--- src/hw/rtl/ttyciq_pkg.sv ---
// shared types and constants of the tty canonical input queue
package ttyciq_pkg;

  // queue geometry
  localparam int QUEUE_DEPTH = 1024;
  localparam int ADDR_W      = $clog2(QUEUE_DEPTH);
  localparam int CNT_W       = $clog2(QUEUE_DEPTH + 1);
  localparam int COUNT_FIELD_W = 11;

  // configuration port
  localparam int CFG_IDX_W  = 3;
  localparam int CFG_DATA_W = 24;

  // stream payload widths
  localparam int IN_DATA_W  = 8;
  localparam int OUT_DATA_W = 40;
  localparam int OUT_USER_W = 3;

  // input_flags bit positions
  localparam int FL_CANON  = 0;
  localparam int FL_STRIP  = 1;
  localparam int FL_LCASE  = 2;
  localparam int FL_EXTEND = 3;
  localparam int FL_IGNCR  = 4;
  localparam int FL_ICRNL  = 5;
  localparam int FL_INLCR  = 6;
  localparam int FL_ISIG   = 7;

  // register reset values
  localparam logic [7:0]  RST_INPUT_FLAGS  = 8'd169;
  localparam logic [23:0] RST_SIGNAL_CHARS = 24'h1A1C03;
  localparam logic [23:0] RST_ERASE_CHARS  = 24'h17157F;
  localparam logic [7:0]  RST_EOF_CODE     = 8'h04;
  localparam logic [7:0]  RST_EOL_CHAR     = 8'h00;

  // character constants
  localparam logic [7:0] CH_NL       = 8'h0A;
  localparam logic [7:0] CH_CR       = 8'h0D;
  localparam logic [7:0] CH_UC_A     = 8'h41;
  localparam logic [7:0] CH_UC_Z     = 8'h5A;
  localparam logic [7:0] CASE_OFFSET = 8'h20;
  localparam logic [7:0] STRIP_MASK  = 8'h7F;
  localparam logic [7:0] CH_ZERO     = 8'h00;

  typedef enum logic [CFG_IDX_W-1:0] {
    REG_INPUT_FLAGS  = 3'd0,
    REG_SIGNAL_CHARS = 3'd1,
    REG_ERASE_CHARS  = 3'd2,
    REG_EOF_CODE     = 3'd3,
    REG_EOL_CHAR     = 3'd4
  } reg_idx_e;

  typedef enum logic [2:0] {
    ST_QUEUED      = 3'd0,
    ST_CR_IGNORED  = 3'd1,
    ST_SIGNAL      = 3'd2,
    ST_ERASED      = 3'd3,
    ST_ERASE_EMPTY = 3'd4,
    ST_FULL        = 3'd5,
    ST_POPPED      = 3'd6,
    ST_NONE        = 3'd7
  } status_e;

  typedef enum logic [1:0] {
    SIG_NONE = 2'd0,
    SIG_INTR = 2'd1,
    SIG_QUIT = 2'd2,
    SIG_SUSP = 2'd3
  } sig_kind_e;

  typedef enum logic [2:0] {
    ACT_QUEUE     = 3'd0,
    ACT_CR_IGNORE = 3'd1,
    ACT_SIGNAL    = 3'd2,
    ACT_ERASE     = 3'd3,
    ACT_POP       = 3'd4
  } action_e;

  typedef struct packed {
    logic [7:0]  input_flags;
    logic [23:0] signal_chars;
    logic [23:0] erase_chars;
    logic [7:0]  eof_code;
    logic [7:0]  eol_char;
  } cfg_t;

  typedef struct packed {
    action_e    action;
    sig_kind_e  kind;
    logic [7:0] ch_val;
    logic       mark;
  } act_t;

endpackage

--- src/hw/rtl/ttyciq_classify.sv ---
// byte classification: canonical mapping, signal and erase matching
module ttyciq_classify (
  input  logic              op_i,
  input  logic [7:0]        rx_byte_i,
  input  ttyciq_pkg::cfg_t  cfg_i,
  output ttyciq_pkg::act_t  act_o
);
  import ttyciq_pkg::*;

  logic       canon, ext;
  logic [7:0] ch_strip, ch_lc, ch_map;
  logic       cr_ignore;
  sig_kind_e  kind;
  logic       erase_hit;
  logic       raw_mark, map_mark;

  assign canon = cfg_i.input_flags[FL_CANON];
  assign ext   = cfg_i.input_flags[FL_EXTEND];

  assign ch_strip = cfg_i.input_flags[FL_STRIP] ? (rx_byte_i & STRIP_MASK) : rx_byte_i;

  always_comb begin
    ch_lc = ch_strip;
    if (cfg_i.input_flags[FL_LCASE] && ext && ch_strip >= CH_UC_A && ch_strip <= CH_UC_Z) begin
      ch_lc = ch_strip + CASE_OFFSET;
    end
  end

  // ignore cr wins over cr to nl
  always_comb begin
    ch_map    = ch_lc;
    cr_ignore = 1'b0;
    if (ch_lc == CH_CR) begin
      if (cfg_i.input_flags[FL_IGNCR]) begin
        cr_ignore = 1'b1;
      end else if (cfg_i.input_flags[FL_ICRNL]) begin
        ch_map = CH_NL;
      end
    end else if (ch_lc == CH_NL && cfg_i.input_flags[FL_INLCR]) begin
      ch_map = CH_CR;
    end
  end

  // interrupt before quit before suspend
  always_comb begin
    kind = SIG_NONE;
    if (cfg_i.input_flags[FL_ISIG]) begin
      if (ch_map == cfg_i.signal_chars[7:0]) begin
        kind = SIG_INTR;
      end else if (ch_map == cfg_i.signal_chars[15:8]) begin
        kind = SIG_QUIT;
      end else if (ch_map == cfg_i.signal_chars[23:16]) begin
        kind = SIG_SUSP;
      end
    end
  end

  assign erase_hit = (ch_map == cfg_i.erase_chars[7:0]) ||
                     (ch_map == cfg_i.erase_chars[15:8]) ||
                     (ext && ch_map == cfg_i.erase_chars[23:16]);

  assign raw_mark = (rx_byte_i == CH_NL) ||
                    (cfg_i.eol_char != CH_ZERO && rx_byte_i == cfg_i.eol_char);
  assign map_mark = (ch_map == CH_NL) ||
                    (cfg_i.eol_char != CH_ZERO && ch_map == cfg_i.eol_char);

  always_comb begin
    act_o.action = ACT_QUEUE;
    act_o.kind   = SIG_NONE;
    act_o.ch_val = rx_byte_i;
    act_o.mark   = raw_mark;
    if (op_i) begin
      act_o.action = ACT_POP;
    end else if (canon) begin
      act_o.ch_val = ch_map;
      act_o.mark   = map_mark;
      if (cr_ignore) begin
        act_o.action = ACT_CR_IGNORE;
      end else if (kind != SIG_NONE) begin
        act_o.action = ACT_SIGNAL;
        act_o.kind   = kind;
      end else if (erase_hit) begin
        act_o.action = ACT_ERASE;
      end else if (ch_map == cfg_i.eof_code) begin
        act_o.ch_val = CH_ZERO;
        act_o.mark   = 1'b1;
      end
    end
  end

endmodule

--- config.mk ---
export PLATFORM = sky130hd
export DESIGN_NAME = ttyciq_classify
export DESIGN_NICKNAME = d
export VERILOG_FILES = /design/src/hw/rtl/ttyciq_pkg.sv /design/src/hw/rtl/ttyciq_classify.sv
export SDC_FILE = /design/constraint.sdc
export NUM_CORES = 1
export LEC_CHECK = 0
export BUFFER_PORTS_ARGS = -buffer_cell sky130_fd_sc_hd__buf_2
export CORE_MARGIN = 5
export CORE_UTILIZATION = 35
export DETAILED_ROUTE_END_ITERATION = 10
export GPL_ROUTABILITY_DRIVEN = 1
export PLACE_DENSITY_LB_ADDON = 0.08
export SYNTH_ARGS = -nofsm -noshare
export SYNTH_HDL_FRONTEND = slang
export SYNTH_SLANG_ARGS = --single-unit
--- constraint.sdc ---
create_clock -name vclk -period 3.3
set_input_delay 0.165 -clock vclk [all_inputs]
set_output_delay 0.165 -clock vclk [all_outputs]
set_load 0.05 [all_outputs]
### After elaboration in Yosys (flattened, before gate mapping)

Index checks and enable logic that the tools add are counted.

| word-level totals | value |
|---|---|
| latch bits | 0 |
| register bits | 0 |
| input port bits | 81 |
| logic and storage cells | 52 |
| RAM bits | 0 |
| memories kept | 0 |
| ROM bits | 0 |

| operators by class | value |
|---|---|
| add/sub/neg operators | 1 |
| reduce and logical (&&, ||, !) cells | 13 |
| shift operators | 0 |
| div/mod/pow operators | 0 |
| multiplexer cells | 23 |
| $lt $le $gt $ge | 2 |
| bitwise logic cells | 0 |
| equality and inequality tests | 13 |
| multiply operators | 0 |

Operator list:

| cell | number |
|---|---|
| 8-bit equality test | 9 |
| 8-bit 2-to-1 mux | 6 |
| 8-bit by 4-bit equality test with 1-bit output, second input constant | 4 |
| 9-bit 2-to-1 mux | 3 |
| 11-bit 2-to-1 mux | 2 |
| 2-bit 2-to-1 mux | 8 |
| 14-bit 2-to-1 mux | 1 |
| 8-bit by 6-bit adder with 8-bit output, second input constant | 1 |
| 8-bit by 7-bit greater-or-equal comparator with 1-bit output, second input constant | 1 |
| 8-bit by 7-bit <= comparator with 1-bit output, second input constant | 1 |
| 8-bit nonzero test | 1 |
| 1-bit logical AND | 7 |
| 1-bit logical OR | 4 |
| 3-bit 2-to-1 mux | 1 |
| 1-bit 2-to-1 mux | 2 |
| 2-bit nonzero test | 1 |

### Logic depth before layout (Yosys ltp)

| depth | value |
|---|---|
| depth in word-level cells | 19 |
| gate-level depth with buffers | 12 |
| mapped depth without buffers | 10 |

### Worst setup path after synthesis

Ideal clock, no wire load.

| timing | value |
|---|---|
| path kind | input to output |
| from | input rx_byte_i[5] |
| to | output act_o[12] (netlist name) |
| required time | 3.135 ns |
| data arrival time | 3.679 ns |
| buffers on the path | 3 |
| path slack | -0.544 ns |
| cell stages on the path | 12 |
| cells stage by stage | buf_6 > or4b_4 > buf_6 > or4_4 > buf_6 > a21oi_2 > xor2_1 > nand3_1 > nor3_1 > o31ai_2 > nor2b_1 > nor3_1 |

RTL lines:

| element | line | text |
|---|---|---|
| start, declared | ttyciq_classify.sv:4 | `input logic [7:0] rx_byte_i,` |
| end, declared | ttyciq_classify.sv:6 | `output ttyciq_pkg::act_t act_o` |

==> summary.md <==
| Metric | Value |
|---|---|
| Fillers | `519` |
| Number of distinct library cells after synthesis | `71` |
| Hold Fails Final Rpt | `0` |
| Startpoint type of the worst setup path | `input port` |
| Worst path slowest cell | `or4_4` |
| Die Width | `82.05 um` |
| Pleak | `1.217 nW` |
| CP Buf/Inv Count | `2` |
| Vias per inst | `5.582` |
| Hold wc startpoint | `op_i` |
| Final Util | `57.52%` |
| # DRC | `0` |
| Gate power share | `100.0%` |
| Hold path endpoint | `act_o[13]` |
| Yosys top cell by area | `xnor2_1` |
| Pwr dens | `123.8 nW/um^2` |
| Buffers on Ports | `95` |
| Crit-path cells | `buf_6 -> or4b_4 -> or4_4 -> a221oi_2 -> o2111ai_1 -> or4_4 -> o211ai_4 -> nor4_4 -> nand3_2 -> o311a_1 -> buf_6` |
| Via count | `2590` |
| Largest net degree at the start of global routing | `11` |
| Area after DPL | `2704 sq um` |
| Crit Path Class | `in -> out` |
| Placer Congestion | `0.9072` |
| Tmin final | `3.253 ns` |
| Die Span Y | `82.05 um` |
| Final slew viol count | `0` |
| NetSw | `0.1941 mW` |
| Hold Path Cell Cnt | `2` |
| Vias in the first global route | `2400` |
| Max Cap Viol | `0` |
| Worst setup EP type | `output port` |
| GRT met1 Usage | `30.65%` |
| Leading cell type in the layout, fill and taps excluded | `buf_2` |
| Design Area, Final | `2919 sq um` |
| Die ar. | `6731 sq um` |
| Post-Synthesis Cells | `261` |
| Setup crit start | `rx_byte_i[4]` |
| Largest stage delay on the critical path | `0.60 ns` |
| Layout cells sized above 1 | `46.70%` |
| Maximum fanout along the worst path | `6` |
| Crit path DAT | `3.09 ns` |
| Initial DRC count | `168` |
| GRT Overall Usage | `22.12%` |
| Syn_nets | `343` |
| RSZ-0062 raised after global routing | `true` |
| M2 GR Usage | `38.77%` |
| Register area share after synthesis | `0%` |
| Gr busiest metal | `met2` |
| Syn Area/Cell | `6.961 sq um` |
| First-pass GRT wire length | `11770 um` |
| Initial Util | `35.80%` |
| Worst path top cell family by delay | `simple AND/OR/NAND/NOR gates` |
| Min Hold Slack | `0.6401 ns` |
| Tcrit/Tclk final | `98.57%` |
| Grt ovf | `0` |
| Wirelength per Cell | `16.94 um` |
| Syn Std Cell Area | `1817 sq um` |
| Antenna-violating nets left | `0` |
| DP HPWL | `6446 um` |
| # clk buffers | `0` |
| Status | `finished clean` |
| FMAX | `0.3074 GHz` |
| ANT cells | `0` |
| CORE AREA | `5075 sq um` |
| Area grow syn2layout | `60.67%` |
| Post-layout nets | `478` |
| P_int | `0.1674 mW` |
| Worst Path Required | `3.13 ns` |
| Initial antenna violation count | `0` |
| Met3 Resource Use GR | `1.425%` |
| Hold/Removal Path Class | `in -> out` |
| Final Setup Violations | `0` |
| Switching Fraction | `53.70%` |
| Area share of the leading cell type in the synthesized netlist | `13.02%` |
| Commonest cells after routing, fill and taps aside | `82 x buf_2, 54 x buf_4, 27 x xnor2_1, 19 x xor2_1, 17 x a21oi_1` |
| Seq pwr share | `0%` |
| Setup TNS | `0 ns` |
| Num sequential | `0` |
| Max IR drop VDD | `54.34 uV` |
| Yosys warns | `0` |
| Worst rel slew slack | `31.93%` |
| Area contributors post-synth | `xnor2_1 13%, xor2_1 9.2%, a21oi_1 4.7%` |
| Tot Pwr | `0.3615 mW` |
| I/O pin cnt | `95` |
| Worst slew pin tran | `1.007 ns` |
| Multi-input logic area | `1821 sq um` |
| Clk pwr share | `0%` |
| Total iterations of the first detailed-routing run | `5` |
| Post-Route WL | `7862 um` |
| Row count | `26` |
| Register Area | `0 sq um` |
==> layout make-up <==
type | instances | share of cell area (%)
inverter | 9 | 1.157
timing repair buffer | 150 | 33.48
tap | 70 | 3.000
multi-input combinational | 235 | 62.37
==> cells in the mapped netlist (5+ instances only) <==
library cell	n
xnor2_1	27
xor2_1	19
a21oi_1	17
nand2_1	16
o21ai_0	12
nor2_1	11
nor3_1	11
clkbuf_1	10
inv_1	8
nor4_1	8
a31oi_1	7
nand3_1	7
nor2b_1	6
or2_2	5
==> per-layer routing <==
metal | vias up | part of all wire, %
li1 | 1274 | -
met1 | 1191 | 45
met2 | 114 | 48
met3 | 11 | 6.6
met4 | 0 | 0.85
met5 | - | 0
==> repair_timing <==
| item | in CTS | in global routing |
|---|---|---|
| setup buffers | 3 | 2 |
| gates resized for setup | 11 | 36 |
| pin swaps | 7 | 14 |
| setup endpoints to repair | 10 | 11 |
| hold buffers | 0 | 0 |
==> through the flow <==
| step | std cells | setup WS, ns |
|---|---|---|
| finish | 464 | 0.04722 |
| global route | 464 | -0.07116 |
| global placement | 459 | -0.05751 |
| floorplan | 261 | -0.1704 |
| CTS | 462 | 0.0003493 |
| detailed placement | 459 | -0.1118 |
==> worst max-delay path by stage <==
stage                 to  slack (ns)  cells past startpoint
4_1_cts         act_o[7]      0.0003                     11
5_1_grt         act_o[7]       -0.07                     11
6_report        act_o[7]        0.05                     11
3_3_place_gp    act_o[8]       -0.06                     13
2_1_floorplan  act_o[12]       -0.17                     12
3_5_place_dp    act_o[7]       -0.11                     11
==> power by group through the flow <==
stage / combinational (mW) / clock (mW) / sequential [mW]
floorplan: 0.189 / 0 / 0
global placement: 0.331 / 0 / 0
detailed placement: 0.332 / 0 / 0
CTS: 0.342 / 0 / 0
global route: 0.389 / 0 / 0
finish: 0.361 / 0 / 0
==> logic make-up after synthesis <==
family	count (synthesis)	synth area share, %
AOI/OAI and AO/OA	86	36.02
adders and majority gates	1	0.6886
and+or+nand+nor	100	33.20
muxes	2	1.102
xor gates and xnor gates	46	22.18
buffers and inverters	26	6.818
Note: power is estimated with default switching activity, not from simulation.
